**config.mk**
```make
export PLATFORM = sky130hd
export DESIGN_NAME = hid_key_action_report_engine_unit
export DESIGN_NICKNAME = d
export VERILOG_FILES = /design/src/hidkar_pkg.sv /design/src/hidkar_ctrl.sv /design/src/hidkar_dp.sv /design/src/hid_key_action_report_engine_unit.sv
export SDC_FILE = /design/constraint.sdc
export NUM_CORES = 1
export LEC_CHECK = 0
export BUFFER_PORTS_ARGS = -buffer_cell sky130_fd_sc_hd__buf_2
export CAP_MARGIN = 20
export CORE_ASPECT_RATIO = 0.6
export CORE_MARGIN = 3
export CORE_UTILIZATION = 50
export CTS_CLUSTER_DIAMETER = 200
export DETAILED_ROUTE_END_ITERATION = 7
export GPL_TIMING_DRIVEN = 1
export PLACE_DENSITY = 0.7
export SETUP_SLACK_MARGIN = 0.4
export SLEW_MARGIN = 20
export SYNTH_ARGS = -nofsm -noshare
export SYNTH_HDL_FRONTEND = slang
export SYNTH_HIERARCHICAL = 1
export SYNTH_SLANG_ARGS = --single-unit
export TNS_END_PERCENT = 100
```
**constraint.sdc**
```tcl
create_clock -name i_clk -period 31 [get_ports i_clk]
set_input_delay 4.65 -clock i_clk [delete_from_list [all_inputs] [get_ports i_clk]]
set_output_delay 4.65 -clock i_clk [all_outputs]
set_load 0.05 [all_outputs]
```
**src/hidkar_pkg.sv**
```systemverilog
// Shared constants, codes and control types for the HID key action report engine.
package hidkar_pkg;

    localparam int KEY_SLOTS = 6;
    localparam int NUM_SLOT_PORTS = 6;
    localparam int CNT_W = $clog2(KEY_SLOTS + 1);
    localparam int IDX_W = (KEY_SLOTS > 1) ? $clog2(KEY_SLOTS) : 1;

    localparam logic KIND_EVENT = 1'b0;
    localparam logic KIND_POLL  = 1'b1;

    localparam logic [1:0] EV_PRESS   = 2'd0;
    localparam logic [1:0] EV_RELEASE = 2'd1;

    localparam logic [2:0] ACT_KEY      = 3'd0;
    localparam logic [2:0] ACT_MOUSE    = 3'd1;
    localparam logic [2:0] ACT_PAD      = 3'd2;
    localparam logic [2:0] ACT_CONSUMER = 3'd3;

    localparam logic [2:0] RK_WAKE     = 3'd0;
    localparam logic [2:0] RK_KEYBOARD = 3'd1;
    localparam logic [2:0] RK_KB_REL   = 3'd2;
    localparam logic [2:0] RK_MOUSE    = 3'd3;
    localparam logic [2:0] RK_PAD      = 3'd4;
    localparam logic [2:0] RK_CONSUMER = 3'd5;

    localparam int PB_WAKE     = 0;
    localparam int PB_KEYBOARD = 1;
    localparam int PB_MOUSE    = 2;
    localparam int PB_PAD      = 3;
    localparam int PB_CONSUMER = 4;
    localparam int NUM_PB      = 5;

    typedef struct packed {
        logic capture;
        logic apply_evt;
        logic idx_clr;
        logic idx_inc;
        logic shift;
        logic load_pend;
        logic emit;
    } t_cmd;

    typedef struct packed {
        logic is_poll;
        logic rel_start;
        logic match;
        logic idx_end;
        logic pend_any;
        logic out_free;
    } t_sts;

endpackage

```
**src/hidkar_ctrl.sv**
```systemverilog
// Controller state machine: sequences request capture, event application, key list scan and shift, and report emission.
module hidkar_ctrl (
    input  logic            i_clk,
    input  logic            i_rst_n,
    input  logic            i_in_valid,
    output logic            o_in_stall,
    input  hidkar_pkg::t_sts i_sts,
    output hidkar_pkg::t_cmd o_cmd
);
    import hidkar_pkg::*;

    localparam logic [2:0] ST_IDLE   = 3'd0;
    localparam logic [2:0] ST_DECODE = 3'd1;
    localparam logic [2:0] ST_SCAN   = 3'd2;
    localparam logic [2:0] ST_SHIFT  = 3'd3;
    localparam logic [2:0] ST_EMIT   = 3'd4;

    logic [2:0] r_state;
    logic [2:0] n_state;

    always_comb begin
        n_state = r_state;
        o_cmd   = '0;
        unique case (r_state)
            ST_IDLE: begin
                if (i_in_valid) begin
                    o_cmd.capture = 1'b1;
                    n_state = ST_DECODE;
                end
            end
            ST_DECODE: begin
                if (i_sts.is_poll) begin
                    o_cmd.load_pend = 1'b1;
                    n_state = ST_EMIT;
                end else if (i_sts.rel_start) begin
                    o_cmd.idx_clr = 1'b1;
                    n_state = ST_SCAN;
                end else begin
                    o_cmd.apply_evt = 1'b1;
                    n_state = ST_IDLE;
                end
            end
            ST_SCAN: begin
                if (i_sts.match) begin
                    n_state = ST_SHIFT;
                end else if (i_sts.idx_end) begin
                    n_state = ST_IDLE;
                end else begin
                    o_cmd.idx_inc = 1'b1;
                end
            end
            ST_SHIFT: begin
                o_cmd.shift = 1'b1;
                n_state = ST_IDLE;
            end
            ST_EMIT: begin
                if (!i_sts.pend_any) begin
                    n_state = ST_IDLE;
                end else if (i_sts.out_free) begin
                    o_cmd.emit = 1'b1;
                end
            end
            default: begin
                n_state = ST_IDLE;
            end
        endcase
    end

    always_ff @(posedge i_clk) begin
        if (!i_rst_n) begin
            r_state <= ST_IDLE;
        end else begin
            r_state <= n_state;
        end
    end

    assign o_in_stall = (r_state != ST_IDLE);

endmodule

```
**src/hidkar_dp.sv**
```systemverilog
// Datapath: key list, button masks, sent copies, pending report set and output register.
module hidkar_dp (
    input  logic             i_clk,
    input  logic             i_rst_n,
    input  hidkar_pkg::t_cmd i_cmd,
    output hidkar_pkg::t_sts o_sts,
    input  logic             i_kind,
    input  logic [1:0]       i_event_req,
    input  logic [2:0]       i_action_type,
    input  logic [7:0]       i_key_code,
    input  logic [31:0]      i_bit_mask,
    input  logic [15:0]      i_usage_code,
    input  logic             i_host_ready,
    input  logic             i_host_suspended,
    output logic             o_out_valid,
    input  logic             i_out_stall,
    output logic [2:0]       o_report_kind,
    output logic [7:0]       o_slot_0,
    output logic [7:0]       o_slot_1,
    output logic [7:0]       o_slot_2,
    output logic [7:0]       o_slot_3,
    output logic [7:0]       o_slot_4,
    output logic [7:0]       o_slot_5,
    output logic [31:0]      o_payload,
    output logic             o_last
);
    import hidkar_pkg::*;

    // captured request
    logic        r_kind;
    logic [1:0]  r_ev;
    logic [2:0]  r_act;
    logic [7:0]  r_code;
    logic [31:0] r_mask;
    logic [15:0] r_usage;
    logic        r_ready;
    logic        r_susp;

    // tracked state
    logic [7:0]       r_list [KEY_SLOTS];
    logic [7:0]       n_list [KEY_SLOTS];
    logic [CNT_W-1:0] r_count, n_count;
    logic [CNT_W-1:0] r_sent_count, n_sent_count;
    logic [7:0]       r_mouse, n_mouse;
    logic [7:0]       r_sent_mouse, n_sent_mouse;
    logic [31:0]      r_pad, n_pad;
    logic [31:0]      r_sent_pad, n_sent_pad;
    logic [15:0]      r_cons, n_cons;
    logic [15:0]      r_sent_cons, n_sent_cons;
    logic [IDX_W-1:0] r_idx, n_idx;
    logic [NUM_PB-1:0] r_pend, n_pend;

    // output register
    logic        r_out_valid, n_out_valid;
    logic [2:0]  r_out_kind, n_out_kind;
    logic [7:0]  r_out_slots [NUM_SLOT_PORTS];
    logic [7:0]  n_out_slots [NUM_SLOT_PORTS];
    logic [31:0] r_out_payload, n_out_payload;
    logic        r_out_last, n_out_last;

    logic [7:0]        w_ext [KEY_SLOTS+1];
    logic [7:0]        w_kb_slots [NUM_SLOT_PORTS];
    logic [NUM_PB-1:0] w_pick;
    logic              w_kc, w_mc, w_pc, w_cc, w_any;
    logic              w_out_free;

    always_ff @(posedge i_clk) begin
        if (i_cmd.capture) begin
            r_kind  <= i_kind;
            r_ev    <= i_event_req;
            r_act   <= i_action_type;
            r_code  <= i_key_code;
            r_mask  <= i_bit_mask;
            r_usage <= i_usage_code;
            r_ready <= i_host_ready;
            r_susp  <= i_host_suspended;
        end
    end

    always_comb begin
        for (int j = 0; j < KEY_SLOTS; j++) begin
            w_ext[j] = r_list[j];
        end
        w_ext[KEY_SLOTS] = 8'h00;
        for (int j = 0; j < NUM_SLOT_PORTS; j++) begin
            w_kb_slots[j] = 8'h00;
        end
        for (int j = 0; j < KEY_SLOTS && j < NUM_SLOT_PORTS; j++) begin
            w_kb_slots[j] = r_list[j];
        end
    end

    assign w_kc  = (r_count != r_sent_count);
    assign w_mc  = (r_mouse != r_sent_mouse);
    assign w_pc  = (r_pad != r_sent_pad);
    assign w_cc  = (r_cons != r_sent_cons);
    assign w_any = w_kc | w_mc | w_pc | w_cc;

    assign w_out_free = !r_out_valid || !i_out_stall;
    assign w_pick     = r_pend & (~r_pend + NUM_PB'(1));

    assign o_sts.is_poll   = (r_kind == KIND_POLL);
    assign o_sts.rel_start = (r_act == ACT_KEY) && (r_ev == EV_RELEASE) && (r_count != '0);
    assign o_sts.match     = (r_list[r_idx] == r_code);
    assign o_sts.idx_end   = ((CNT_W'(r_idx) + CNT_W'(1)) == r_count);
    assign o_sts.pend_any  = (r_pend != '0);
    assign o_sts.out_free  = w_out_free;

    always_comb begin
        n_list        = r_list;
        n_count       = r_count;
        n_sent_count  = r_sent_count;
        n_mouse       = r_mouse;
        n_sent_mouse  = r_sent_mouse;
        n_pad         = r_pad;
        n_sent_pad    = r_sent_pad;
        n_cons        = r_cons;
        n_sent_cons   = r_sent_cons;
        n_idx         = r_idx;
        n_pend        = r_pend;
        n_out_valid   = r_out_valid && i_out_stall;
        n_out_kind    = r_out_kind;
        n_out_slots   = r_out_slots;
        n_out_payload = r_out_payload;
        n_out_last    = r_out_last;

        if (i_cmd.apply_evt) begin
            unique case (r_act)
                ACT_KEY: begin
                    if (r_ev == EV_PRESS && r_count < CNT_W'(KEY_SLOTS)) begin
                        n_list[r_count[IDX_W-1:0]] = r_code;
                        n_count = r_count + CNT_W'(1);
                    end
                end
                ACT_MOUSE: begin
                    n_mouse = (r_ev == EV_PRESS) ? (r_mouse | r_mask[7:0])
                                                 : (r_mouse & ~r_mask[7:0]);
                end
                ACT_PAD: begin
                    n_pad = (r_ev == EV_PRESS) ? (r_pad | r_mask) : (r_pad & ~r_mask);
                end
                ACT_CONSUMER: begin
                    if (r_ev == EV_PRESS) begin
                        n_cons = r_usage;
                    end else if (r_ev == EV_RELEASE) begin
                        n_cons = 16'h0000;
                    end
                end
                default: begin
                end
            endcase
        end

        if (i_cmd.idx_clr) begin
            n_idx = '0;
        end else if (i_cmd.idx_inc) begin
            n_idx = r_idx + IDX_W'(1);
        end

        // slots past the count are always zero, so a full shift-down closes the gap
        if (i_cmd.shift) begin
            for (int j = 0; j < KEY_SLOTS; j++) begin
                if (IDX_W'(j) >= r_idx) begin
                    n_list[j] = w_ext[j+1];
                end
            end
            n_count = r_count - CNT_W'(1);
        end

        if (i_cmd.load_pend) begin
            n_pend[PB_WAKE]     = r_susp && w_any;
            n_pend[PB_KEYBOARD] = r_ready && w_kc;
            n_pend[PB_MOUSE]    = r_ready && w_mc;
            n_pend[PB_PAD]      = r_ready && w_pc;
            n_pend[PB_CONSUMER] = r_ready && w_cc;
        end

        if (i_cmd.emit) begin
            n_pend        = r_pend & ~w_pick;
            n_out_valid   = 1'b1;
            n_out_last    = ((r_pend & ~w_pick) == '0);
            n_out_payload = 32'h0;
            for (int j = 0; j < NUM_SLOT_PORTS; j++) begin
                n_out_slots[j] = 8'h00;
            end
            priority if (w_pick[PB_WAKE]) begin
                n_out_kind = RK_WAKE;
            end else if (w_pick[PB_KEYBOARD]) begin
                if (r_count != '0) begin
                    n_out_kind  = RK_KEYBOARD;
                    n_out_slots = w_kb_slots;
                end else begin
                    n_out_kind = RK_KB_REL;
                end
                n_sent_count = r_count;
            end else if (w_pick[PB_MOUSE]) begin
                n_out_kind    = RK_MOUSE;
                n_out_payload = {24'h0, r_mouse};
                n_sent_mouse  = r_mouse;
            end else if (w_pick[PB_PAD]) begin
                n_out_kind    = RK_PAD;
                n_out_payload = r_pad;
                n_sent_pad    = r_pad;
            end else begin
                n_out_kind    = RK_CONSUMER;
                n_out_payload = {16'h0, r_cons};
                n_sent_cons   = r_cons;
            end
        end
    end

    always_ff @(posedge i_clk) begin
        if (!i_rst_n) begin
            for (int j = 0; j < KEY_SLOTS; j++) begin
                r_list[j] <= 8'h00;
            end
            r_count      <= '0;
            r_sent_count <= '0;
            r_mouse      <= 8'h00;
            r_sent_mouse <= 8'h00;
            r_pad        <= 32'h0;
            r_sent_pad   <= 32'h0;
            r_cons       <= 16'h0;
            r_sent_cons  <= 16'h0;
            r_idx        <= '0;
            r_pend       <= '0;
            r_out_valid  <= 1'b0;
        end else begin
            r_list       <= n_list;
            r_count      <= n_count;
            r_sent_count <= n_sent_count;
            r_mouse      <= n_mouse;
            r_sent_mouse <= n_sent_mouse;
            r_pad        <= n_pad;
            r_sent_pad   <= n_sent_pad;
            r_cons       <= n_cons;
            r_sent_cons  <= n_sent_cons;
            r_idx        <= n_idx;
            r_pend       <= n_pend;
            r_out_valid  <= n_out_valid;
        end
    end

    always_ff @(posedge i_clk) begin
        r_out_kind    <= n_out_kind;
        r_out_slots   <= n_out_slots;
        r_out_payload <= n_out_payload;
        r_out_last    <= n_out_last;
    end

    assign o_out_valid   = r_out_valid;
    assign o_report_kind = r_out_kind;
    assign o_slot_0      = r_out_slots[0];
    assign o_slot_1      = r_out_slots[1];
    assign o_slot_2      = r_out_slots[2];
    assign o_slot_3      = r_out_slots[3];
    assign o_slot_4      = r_out_slots[4];
    assign o_slot_5      = r_out_slots[5];
    assign o_payload     = r_out_payload;
    assign o_last        = r_out_last;

endmodule

```
**src/hid_key_action_report_engine_unit.sv**
```systemverilog
// Top level of the HID key action report engine: controller plus datapath.
// A request is captured in IDLE and decoded in the next cycle, in DECODE; an event is applied
// there, and a key release scans the list in SCAN (one slot compared per cycle), then shifts in SHIFT.
// A poll loads the pending report set in DECODE, then EMIT issues one report per cycle
// while i_out_stall is low, until no report is pending.
// One request at a time; the output register lets the last report wait while input is open.
// Reset is synchronous, active low: lists, masks, usages and sent copies clear to zero.
module hid_key_action_report_engine_unit (
    input  logic        i_clk,
    input  logic        i_rst_n,
    input  logic        i_in_valid,
    output logic        o_in_stall,
    input  logic        i_kind,
    input  logic [1:0]  i_event_req,
    input  logic [2:0]  i_action_type,
    input  logic [7:0]  i_key_code,
    input  logic [31:0] i_bit_mask,
    input  logic [15:0] i_usage_code,
    input  logic        i_host_ready,
    input  logic        i_host_suspended,
    output logic        o_out_valid,
    input  logic        i_out_stall,
    output logic [2:0]  o_report_kind,
    output logic [7:0]  o_slot_0,
    output logic [7:0]  o_slot_1,
    output logic [7:0]  o_slot_2,
    output logic [7:0]  o_slot_3,
    output logic [7:0]  o_slot_4,
    output logic [7:0]  o_slot_5,
    output logic [31:0] o_payload,
    output logic        o_last
);
    import hidkar_pkg::*;

    t_cmd w_cmd;
    t_sts w_sts;

    hidkar_ctrl u_ctrl (
        .i_clk      (i_clk),
        .i_rst_n    (i_rst_n),
        .i_in_valid (i_in_valid),
        .o_in_stall (o_in_stall),
        .i_sts      (w_sts),
        .o_cmd      (w_cmd)
    );

    hidkar_dp u_dp (
        .i_clk            (i_clk),
        .i_rst_n          (i_rst_n),
        .i_cmd            (w_cmd),
        .o_sts            (w_sts),
        .i_kind           (i_kind),
        .i_event_req      (i_event_req),
        .i_action_type    (i_action_type),
        .i_key_code       (i_key_code),
        .i_bit_mask       (i_bit_mask),
        .i_usage_code     (i_usage_code),
        .i_host_ready     (i_host_ready),
        .i_host_suspended (i_host_suspended),
        .o_out_valid      (o_out_valid),
        .i_out_stall      (i_out_stall),
        .o_report_kind    (o_report_kind),
        .o_slot_0         (o_slot_0),
        .o_slot_1         (o_slot_1),
        .o_slot_2         (o_slot_2),
        .o_slot_3         (o_slot_3),
        .o_slot_4         (o_slot_4),
        .o_slot_5         (o_slot_5),
        .o_payload        (o_payload),
        .o_last           (o_last)
    );

endmodule

```
==> results of run 1 <==
## cell type report
cell class | instances | share of cell area
timing repair buffer | 165 | 0.0553
sequential | 326 | 0.506
multi-input combinational | 892 | 0.344
clock buffer | 41 | 0.0572
tap | 360 | 0.0285
clock inverter | 15 | 0.00632
inverter | 10 | 0.00261
## critical path: stages
cell	delay [ps]
buf_2	100
nand2_1	50
nor4b_2	230
buf_4	560
nand2_1	200
nor3_2	810
nand2_1	140
a21oi_1	150
## Yosys cell counts, drive strengths merged, types with 8 or more instances
library cell / count
dfxtp: 178
inv: 8
nand2: 213
xor2: 66
nand2b: 18
nand3: 56
nor4: 18
and2: 50
nor2: 83
nor3: 8
mux2i: 74
nor3b: 17
clkbuf: 58
a311oi: 8
buf: 41
o21ai: 37
edfxtp: 148
a21oi: 162
and3: 19
xnor2: 8
## logic make-up after synthesis
group	count (synthesis)
fa+ha+maj	5
buf+inv	109
flops	326
compound gates	219
mux	81
xor+xnor	74
simple gates	513
## per-stage QoR
| step | std cells | total power, uW | hold slack, ps | setup slack [ps] | utilization |
|---|---|---|---|---|---|
| 2_1_floorplan | 1327 | 486 | 448 | 15420 | - |
| 3_3_place_gp | 1752 | 496 | 454 | 23760 | 0.549 |
| 3_5_place_dp | 1752 | 497 | 462 | 23990 | 0.549 |
| 4_1_cts | 1808 | 868 | 470 | 24580 | 0.586 |
| 5_1_grt | 1809 | 889 | 484 | 24340 | 0.588 |
| 6_report | 1809 | 862 | 469 | 24590 | 0.588 |
## power groups by stage
stage / Combinational, uW / Sequential [uW] / Clock, uW
2_1_floorplan: 16.8 / 469 / 0
4_1_cts: 24.1 / 463 / 380
5_1_grt: 27.1 / 464 / 398
6_report: 24.7 / 464 / 373
3_5_place_dp: 24.0 / 473 / 0
3_3_place_gp: 23.6 / 473 / 0
## layer usage
metal | share of wire | vias to the layer above | track usage
met5 | 0.00038 | - | 0
met4 | 0.015 | 2 | 0.0412
met3 | 0.092 | 42 | 0.0548
met2 | 0.38 | 366 | 0.288
met1 | 0.52 | 4814 | 0.378
li1 | - | 4816 | -
## cell usage in the layout (no fill, tap or decap), types with 4 or more instances in the layout
cell type  count
buf_2        153
mux2i_1       74
edfxtp_1     148
nand3_1       54
a21oi_2       25
clkinv_1       4
and2_1        50
xnor2_1        8
clkbuf_16     32
nor3_1         7
nand2_1      203
nor2_1        81
nor4_1        17
o21ai_0       37
and3_1        19
a21oi_1      137
xor2_1        66
nand2_2       10
dfxtp_1      178
inv_1          7
nand4_1        4
buf_4         11
clkinv_2       9
nor3b_1       16
clkbuf_8       7
a311oi_1       8
nand2b_1      18
mux4_2         7
## how the worst max path moves through the flow
| stage | from | end | slack, ps | cells past startpoint |
|---|---|---|---|---|
| 6_report | i_out_stall | u_dp/r_sent_cons[0]$_SDFFE_PN0P_ | 24590 | 8 |
| 4_1_cts | i_out_stall | u_dp/r_sent_cons[15]$_SDFFE_PN0P_ | 24580 | 8 |
| 5_1_grt | i_out_stall | u_dp/r_sent_cons[9]$_SDFFE_PN0P_ | 24340 | 8 |
| 3_5_place_dp | i_out_stall | u_dp/r_sent_cons[15]$_SDFFE_PN0P_ | 23990 | 8 |
| 2_1_floorplan | i_out_stall | u_dp/r_sent_cons[15]$_SDFFE_PN0P_ | 15420 | 9 |
| 3_3_place_gp | i_out_stall | u_dp/r_sent_pad[29]$_SDFFE_PN0P_ | 23760 | 7 |
==> flow_summary.rst, run 1 <==
.. list-table::
   :header-rows: 1

   * - Metric
     - Value
   * - Total of fill cells in the finished design
     - 2,255
   * - Fraction of synthesized cell area in xor and xnor cells
     - 0.0465
   * - Post-route ant nets
     - 0
   * - Cells on worst reg2reg path
     - 9
   * - Power per Cell Area
     - 54.4 nW/um^2
   * - Number of sinks handled by clock tree synthesis
     - 326
   * - Total gr overflow
     - 0
   * - Synthesized cell area
     - 14,000 sq um
   * - Worst Setup End Kind
     - flop
   * - Final worst path period need
     - 6410 ps
   * - Number of failing hold endpoints at the final stage
     - 0
   * - Ranking of synthesized cells by area
     - edfxtp_1, dfxtp_1, nand2_1, mux2i_1, a21oi_1
   * - Max-cap check violation count
     - 0
   * - TritonCTS buffer count
     - 31
   * - Launch point of the worst hold path
     - u_dp/r_sent_cons[13]$_SDFFE_PN0P_
   * - TritonCTS clock tree
     - yes
   * - Fraction of synthesized area in multiplexers
     - 0.0644
   * - Ys async rst share
     - 0
   * - Simple logic cell fraction of the synthesized area
     - 0.180
   * - Sum of net half-perimeters after detailed placement
     - 23,800 um
   * - Fin crit share
     - 0.207
   * - DR WL/cell
     - 19.0 um
   * - Overall routed net length
     - 34,400 um
   * - Largest fanout of any net on the critical path
     - 47
   * - Largest net degree at the start of global routing
     - 87
   * - Number of detailed-routing iterations run before antenna repair
     - 8
   * - Warning count from the yosys run
     - 6
   * - Total Die Area
     - 30,000 sq um
   * - Core Footprint
     - 26,900 sq um
   * - Sequential share of power
     - 0.538
   * - Reg clk slew, reported paths
     - 70 ps
   * - Iteration-0 DRC Markers
     - 967
   * - Total of buffers placed on input and output ports
     - 153
   * - Pins over their slew limit
     - 0
   * - Number of nets in the layout
     - 1,498
   * - Register bit count reported by yosys
     - 326
   * - Initial core utilization
     - 0.518
   * - Start-to-end type of the worst setup path
     - input pin to flop
   * - Setup fix buffers added after clock tree synthesis
     - 0
   * - Total cell area at the placement stage
     - 14,800 sq um
   * - Peak Freq
     - 0.156 GHz
   * - Proportion of power drawn by the clock network
     - 0.433
   * - Reg2reg start
     - u_dp/r_pend[2]$_SDFFE_PN0P_
   * - Number of vias in the routed layout
     - 10,040
   * - Flop-to-flop setup slack
     - 26,900 ps
   * - Hold-critical path depth
     - 2
   * - Fraction of the mapped netlist area in compound gates
     - 0.0924
   * - Required time at the endpoint of the critical path
     - 31,480 ps
   * - Data arrival, critical path
     - 6890 ps
   * - Share of synthesized cell area in full adder, half adder and majority cells
     - 0.00484
   * - Proportion of power drawn by combinational gates
     - 0.029
   * - Syn Nets
     - 1,399
   * - Worst skew pair latency
     - 560 ps
   * - Num rows
     - 46
   * - Root buf cell
     - clkbuf_16
   * - RD Place Congestion
     - 0.910
   * - Hold-fix buffers, CTS
     - 0
   * - Final setup viols
     - 0
   * - Area taken by flip-flops and latches
     - 8010 sq um
   * - Worst hold-check path type
     - flop to flop
   * - Max Clock Skew
     - 10.2 ps
   * - Area of the multi-input gates
     - 5450 sq um
   * - Predominant post-synthesis flop cell
     - dfxtp_1
   * - Diode count
     - 0
   * - Remaining routing DRC violations
     - 0
   * - Number of global-route vias before repair
     - 9,285
   * - Number of cells produced by synthesis
     - 1,327
   * - Switching power total
     - 185 uW
   * - Via-per-instance ratio
     - 5.55
   * - Internal Dissipation
     - 677 uW
   * - Chip width
     - 222 um
   * - Largest area contributor in the netlist
     - edfxtp_1
   * - Buffer levels on the longest clock path
     - 3
   * - Post-synth EDFFs
     - 148
   * - Setup TNS after final layout
     - 0 ps
   * - Area of all placed cells without fillers
     - 15,800 sq um
   * - Die H
     - 135 um
   * - Switching share of power
     - 0.215
   * - Critical register-to-register path endpoint
     - u_dp/r_sent_cons[0]$_SDFFE_PN0P_
   * - Count of unique library cells instantiated by Yosys
     - 63
   * - Number of gates resized after CTS
     - 0
   * - Slew of the pin with the lowest slew margin
     - 1020 ps
   * - Mean instance size in the synthesized netlist
     - 10.5 sq um
   * - Antenna violations before repair
     - 1
   * - Worst Hold Endpoint
     - u_dp/r_sent_cons[13]$_SDFFE_PN0P_
   * - Sort of element at the start of the critical path
     - input pin
   * - RSZ-0062 raised after global routing
     - no
   * - IO Pins
     - 154
   * - Area share of the largest cell type after synthesis
     - 0.319
   * - Total GRT Usage
     - 0.226
   * - Sequential cell area fraction in the yosys report
     - 0.574
   * - Main combinational cell family by area after synthesis
     - simple AND/OR/NAND/NOR gates
   * - Area Growth Syn to Fin
     - 13.5%
   * - Static leakage
     - 0.00624 uW
   * - Worst slew margin relative to its limit
     - 0.317
   * - Level count of the clock H-tree
     - 1
   * - Fraction of final layout cells sized beyond drive strength 1
     - 0.193
   * - Result of the run
     - complete, no violations
   * - Maximum vdd ir drop
     - 0.0398 mV
   * - Wire length of the first global-routing pass
     - 53,200 um
(Power assumes the default switching activity.)
==> inputs of run 2 (changes only) <==
==> constraint.sdc (replaced) <==
create_clock -name i_clk -period 6.15 [get_ports i_clk]
set_input_delay 0.9225 -clock i_clk [delete_from_list [all_inputs] [get_ports i_clk]]
set_output_delay 0.9225 -clock i_clk [all_outputs]
set_load 0.05 [all_outputs]
==> run 2 against run 1 <==
Effect of this change: non-clock buffer count fell by 1; combinational power rose to 4.9 times the previous value; count of clock-buffer cells in the layout fell by 5; global-route usage rose by 0.32 points; design area barely moved; routed wire length rose by 0.99%; critical path depth fell by 2; die area did not move; sequential power rose to 5.0 times the previous value.
==> flow_summary.rst, run 2 (synthesis gave the netlist of run 1 again) <==
.. list-table::
   :header-rows: 1

   * - Metric
     - Value
   * - Number of gates resized after CTS
     - 0
   * - Max Clock Skew
     - 20.5 ps
   * - Most used cells in the layout excluding fill and tap cells
     - nand2_1, dfxtp_1, buf_2, edfxtp_1, a21oi_1
   * - Required time at the endpoint of the critical path
     - 6340 ps
   * - Die H
     - 135 um
   * - Crit-path max cell delay
     - 890 ps
   * - IO Pins
     - 154
   * - Switching share of power
     - 0.211
   * - Result of the run
     - complete, no violations
   * - Post-route ant nets
     - 0
   * - Number of nets in the layout
     - 1,496
   * - Initial core utilization
     - 0.518
   * - DP Cell Count
     - 1,751
   * - RD Place Congestion
     - 0.906
   * - Buffer levels on the longest clock path
     - 3
   * - Data arrival, critical path
     - 4200 ps
   * - Pins over their slew limit
     - 0
   * - Proportion of power drawn by combinational gates
     - 0.028
   * - Reg clk slew, reported paths
     - 70 ps
   * - Setup fix buffers added after clock tree synthesis
     - 0
   * - Root buf cell
     - clkbuf_16
   * - Chip width
     - 222 um
   * - Static leakage
     - 0.00625 uW
   * - Worst Setup End Kind
     - flop
   * - Worst hold-check path type
     - flop to flop
   * - Number of detailed-routing iterations run before antenna repair
     - 5
   * - Internal Dissipation
     - 3470 uW
   * - Iteration-0 DRC Markers
     - 1,080
   * - Max-cap check violation count
     - 0
   * - Overall routed net length
     - 34,800 um
   * - Fin crit share
     - 0.652
   * - Setup TNS after final layout
     - 0 ps
   * - Wire length of the first global-routing pass
     - 54,400 um
   * - Sequential share of power
     - 0.533
   * - Number of standard cells in the final layout excluding fillers
     - 1,809
   * - Final worst path period need
     - 4010 ps
   * - Total GRT Usage
     - 0.229
   * - Hold-fix buffers, CTS
     - 0
   * - Switching power total
     - 926 uW
   * - Post-layout util
     - 0.588
   * - Sort of element at the start of the critical path
     - flop
   * - Total of buffers placed on input and output ports
     - 153
   * - Total gr overflow
     - 0
   * - Remaining routing DRC violations
     - 0
   * - Total Die Area
     - 30,000 sq um
   * - Peak Freq
     - 0.249 GHz
   * - Number of global-route vias before repair
     - 9,320
   * - Slew of the pin with the lowest slew margin
     - 1070 ps
   * - Core Footprint
     - 26,900 sq um
   * - Worst skew pair latency
     - 560 ps
   * - TritonCTS clock tree
     - yes
   * - CP max stage cell
     - dfxtp_1
   * - RSZ-0062 raised after global routing
     - no
   * - Final setup viols
     - 0
   * - Number of failing hold endpoints at the final stage
     - 0
   * - Post-layout worst setup margin
     - 2140 ps
   * - Worst slew margin relative to its limit
     - 0.283
   * - Num rows
     - 46
   * - Number of vias in the routed layout
     - 10,020
   * - Number of sinks handled by clock tree synthesis
     - 326
   * - Via-per-instance ratio
     - 5.54
   * - Power per Cell Area
     - 277 nW/um^2
   * - Maximum vdd ir drop
     - 0.194 mV
   * - Area Growth Syn to Fin
     - 13.6%
   * - Proportion of power drawn by the clock network
     - 0.440
   * - TritonCTS buffer count
     - 30
   * - Flop-to-flop setup slack
     - 2140 ps
   * - Fraction of final layout cells sized beyond drive strength 1
     - 0.190
   * - Largest fanout of any net on the critical path
     - 51
   * - Level count of the clock H-tree
     - 1
   * - Antenna violations before repair
     - 3
   * - Worst setup slack before clock tree synthesis
     - 2160 ps
   * - Most common cell after layout, fill and taps aside
     - nand2_1
   * - Series of cell instances along the critical path
     - or3_1 -> or3_1 -> nand2_1 -> nor4b_4 -> buf_4 -> buf_4
   * - DR WL/cell
     - 19.2 um
   * - Largest net degree at the start of global routing
     - 69
   * - Start-to-end type of the worst setup path
     - flop to flop
   * - Sum of net half-perimeters after detailed placement
     - 24,200 um
## run 2: changes by cell type in the layout (fill, tap and decap cells not counted), sizes merged
cell / delta
buf: -1
bufinv: +4
clkbuf: -5
clkinv: +2
clkinvlp: -1
diode: +1
## run 2: power by group through the flow
stage | logic, uW | clock network (uW) | registers (uW)
final | 122 | 1930 | 2340
after detailed placement | 118 | 0 | 2390
after CTS | 119 | 1980 | 2340
after global placement | 116 | 0 | 2380
after global routing | 134 | 2060 | 2340
after floorplan | 85.0 | 0 | 2360
## run 2: per-stage QoR
stage	area, sq um	hold slack (ps)	power, uW
after global placement	14800	453	2500
after floorplan	14000	448	2450
after detailed placement	14800	460	2500
final	15800	466	4390
after global routing	15800	482	4540
after CTS	15800	469	4430
## run 2: worst paths after layout
| check | start | endpoint | depth (start not counted) |
|---|---|---|---|
| min reg2reg | u_dp/r_sent_pad[6]$_SDFFE_PN0P_ | u_dp/r_sent_pad[6]$_SDFFE_PN0P_ | 2 |
| min | u_dp/r_sent_pad[6]$_SDFFE_PN0P_ | u_dp/r_sent_pad[6]$_SDFFE_PN0P_ | 2 |
| max | u_dp/r_pend[2]$_SDFFE_PN0P_ | u_dp/o_slot_1[1]$_SDFFCE_PP0P_ | 6 |
| max reg2reg | u_dp/r_pend[2]$_SDFFE_PN0P_ | u_dp/o_slot_1[1]$_SDFFCE_PP0P_ | 6 |
## run 2: layout make-up
class | count | area (sq um)
clock buffer | 36 | 795
inverter | 10 | 41.3
tap | 360 | 450
clock inverter | 20 | 220
timing repair buffer | 164 | 868
fill | 2287 | 11100
sequential | 326 | 8010
multi-input combinational | 892 | 5460
antenna | 1 | 2.50
## run 2: layer usage
metal  GRT usage  vias to the layer above  part of all wire
li1            -                     4822                 -
met1       0.389                     4781              0.52
met2       0.293                      376              0.38
met3      0.0505                       37             0.091
met4      0.0373                        4             0.013
met5           0                        -           0.00060
## run 2: worst max-delay path, delay by kind of cell, from the launching register on
kind	cells	cell delay [ps]
AND/OR/NAND/NOR	4	1540
buffers and inverters	2	1210
flip-flops	1	890
==> inputs of run 3 (changes only) <==
--- a/config.mk
+++ b/config.mk
@@ -13,7 +13,7 @@
 export CTS_CLUSTER_DIAMETER = 200
 export DETAILED_ROUTE_END_ITERATION = 7
 export GPL_TIMING_DRIVEN = 1
-export PLACE_DENSITY = 0.7
+export PLACE_DENSITY = 0.72
 export SETUP_SLACK_MARGIN = 0.4
 export SLEW_MARGIN = 20
 export SYNTH_ARGS = -nofsm -noshare
==> constraint.sdc (replaced) <==
create_clock -name i_clk -period 3.4 [get_ports i_clk]
set_input_delay 0.51 -clock i_clk [delete_from_list [all_inputs] [get_ports i_clk]]
set_output_delay 0.51 -clock i_clk [all_outputs]
set_load 0.05 [all_outputs]
==> run 3 against run 2 <==
Effect of this change: critical path depth increased by 5; final cell count increased by 0.55%; count of clock-buffer cells in the layout increased by 11; sequential power increased by 81%; sequential share of layout area decreased by 0.33 points; core utilization increased by 0.41 points; register-to-register slack got worse by 1600 ps; power increased by 73%; clock power increased by 62%; hold slack got worse by 350 ps; non-clock buffer count increased by 12.
==> flow_summary.rst, run 3 (synthesis gave the netlist of run 1 again) <==
.. list-table::
   :header-rows: 1

   * - Metric
     - Value
   * - Result of the run
     - complete, no violations
   * - Die H
     - 135 um
   * - Iteration-0 DRC Markers
     - 1,056
   * - Sort of element at the start of the critical path
     - flop
   * - Most used cells in the layout excluding fill and tap cells
     - nand2_1, dfxtp_1, buf_2, edfxtp_1, a21oi_1
   * - Max Clock Skew
     - 8.12 ps
   * - Number of nets in the layout
     - 1,508
   * - Required time at the endpoint of the critical path
     - 3860 ps
   * - Number of failing hold endpoints at the final stage
     - 0
   * - Fin crit share
     - 0.834
   * - Worst hold-check path type
     - input pin to flop
   * - Worst Setup End Kind
     - flop
   * - Via-per-instance ratio
     - 5.57
   * - Area of the multi-input gates
     - 5540 sq um
   * - Area taken by flip-flops and latches
     - 8010 sq um
   * - IO Pins
     - 154
   * - Sum of net half-perimeters after detailed placement
     - 24,400 um
   * - Number of global-route vias before repair
     - 9,334
   * - Power per Cell Area
     - 476 nW/um^2
   * - Most common cell after layout, fill and taps aside
     - nand2_1
   * - Data arrival, critical path
     - 3300 ps
   * - Antenna violations before repair
     - 1
   * - Peak Freq
     - 0.353 GHz
   * - Chip width
     - 222 um
   * - Final worst path period need
     - 2840 ps
   * - Final setup viols
     - 0
   * - Remaining routing DRC violations
     - 0
   * - Root buf cell
     - clkbuf_16
   * - Num rows
     - 46
   * - Overall routed net length
     - 35,600 um
   * - Largest fanout of any net on the critical path
     - 17
   * - Level count of the clock H-tree
     - 1
   * - Initial core utilization
     - 0.518
   * - Fraction of final layout cells sized beyond drive strength 1
     - 0.211
   * - Number of detailed-routing iterations run before antenna repair
     - 5
   * - Total GRT Usage
     - 0.231
   * - Maximum vdd ir drop
     - 0.345 mV
   * - Pins over their slew limit
     - 0
   * - Static leakage
     - 0.00630 uW
   * - Wire length of the first global-routing pass
     - 54,600 um
   * - Core Footprint
     - 26,900 sq um
   * - Number of sinks handled by clock tree synthesis
     - 326
   * - Area Growth Syn to Fin
     - 14.3%
   * - Largest net degree at the start of global routing
     - 65
   * - Total of fill cells in the finished design
     - 2,223
   * - Diode count
     - 0
   * - Reg clk slew, reported paths
     - 70 ps
   * - Worst slew margin relative to its limit
     - 0.370
   * - Slew of the pin with the lowest slew margin
     - 945 ps
   * - Post-route ant nets
     - 0
   * - Buffer levels on the longest clock path
     - 3
   * - Number of standard cells in the final layout excluding fillers
     - 1,819
   * - TritonCTS buffer count
     - 30
   * - Max-cap check violation count
     - 0
   * - Start-to-end type of the worst setup path
     - flop to flop
   * - Total of buffers placed on input and output ports
     - 153
   * - Total Die Area
     - 30,000 sq um
   * - RSZ-0062 raised after global routing
     - no
   * - Post-layout util
     - 0.592
   * - TritonCTS clock tree
     - yes
   * - Setup TNS after final layout
     - 0 ps
   * - Total gr overflow
     - 0
   * - DP Cell Count
     - 1,763
   * - RD Place Congestion
     - 0.951
   * - Worst skew pair latency
     - 560 ps
   * - DR WL/cell
     - 19.6 um
   * - Number of vias in the routed layout
     - 10,133
run 3: layout make-up:
class,count,share of cell area
Clock buffer,47,0.0533
Clock inverter,8,0.00259
Multi-Input combinational cell,892,0.348
Timing Repair Buffer,176,0.0635
Sequential cell,326,0.502
Tap cell,360,0.0282
Inverter,10,0.00259
run 3: routing by layer:
layer	global-route usage	vias to the layer above	wire [um]
met1	0.389	4841	18000
met5	0	-	13
met3	0.0595	44	3690
met2	0.289	416	13400
li1	-	4830	-
met4	0.0472	2	606
run 3: final timing paths:
| kind | start | endpoint | cells past startpoint | slack (ps) |
|---|---|---|---|---|
| max | u_dp/r_idx[1]$_SDFFE_PP0P_ | u_dp/r_idx[2]$_SDFFE_PP0P_ | 11 | 560 |
| min | i_bit_mask[11] | u_dp/r_mask[11]$_DFFE_PP_ | 1 | 120 |
| max reg2reg | u_dp/r_idx[1]$_SDFFE_PP0P_ | u_dp/r_idx[2]$_SDFFE_PP0P_ | 11 | 560 |
| min reg2reg | u_dp/r_sent_mouse[5]$_SDFFE_PN0P_ | u_dp/r_sent_mouse[5]$_SDFFE_PN0P_ | 2 | 470 |
run 3: metrics by stage:
step	instance area (sq um)	total power, uW	setup WS [ps]	hold slack (ps)
final	16000	7590	564	118
after global routing	16000	7850	419	98.3
after CTS	15900	7660	417	93.5
after detailed placement	15000	4540	327	458
after global placement	15000	4540	455	453
after floorplan	14100	4430	-1510	448
run 3: worst max-delay path, stage by stage, from the launching register on:
cell and delay (ps):
dfxtp_2 470, buf_4 240, nand2b_1 150, mux4_2 480, xor2_1 150, nand4_1 130
nor4_2 60, nand2b_1 160, nor4_1 500, nand2_1 140, xnor2_1 180, nor2_1 60
run 3: what timing repair did:
action | 4_1_cts | 5_1_grt
setup endpoints to repair | 23 | 92
hold buffers | 0 | 0
cloned | 1 | 0
resized for setup | 1 | 6
buffers inserted | 0 | 0
run 3: report_power, final:
part | leakage, uW | total [uW] | internal, uW | switching [uW]
clock | 0.000435 | 3130 | 1710 | 1420
combinational | 0.00292 | 233 | 75.4 | 157
sequential | 0.00294 | 4230 | 4160 | 66.6
total | 0.00630 | 7590 | 5950 | 1640
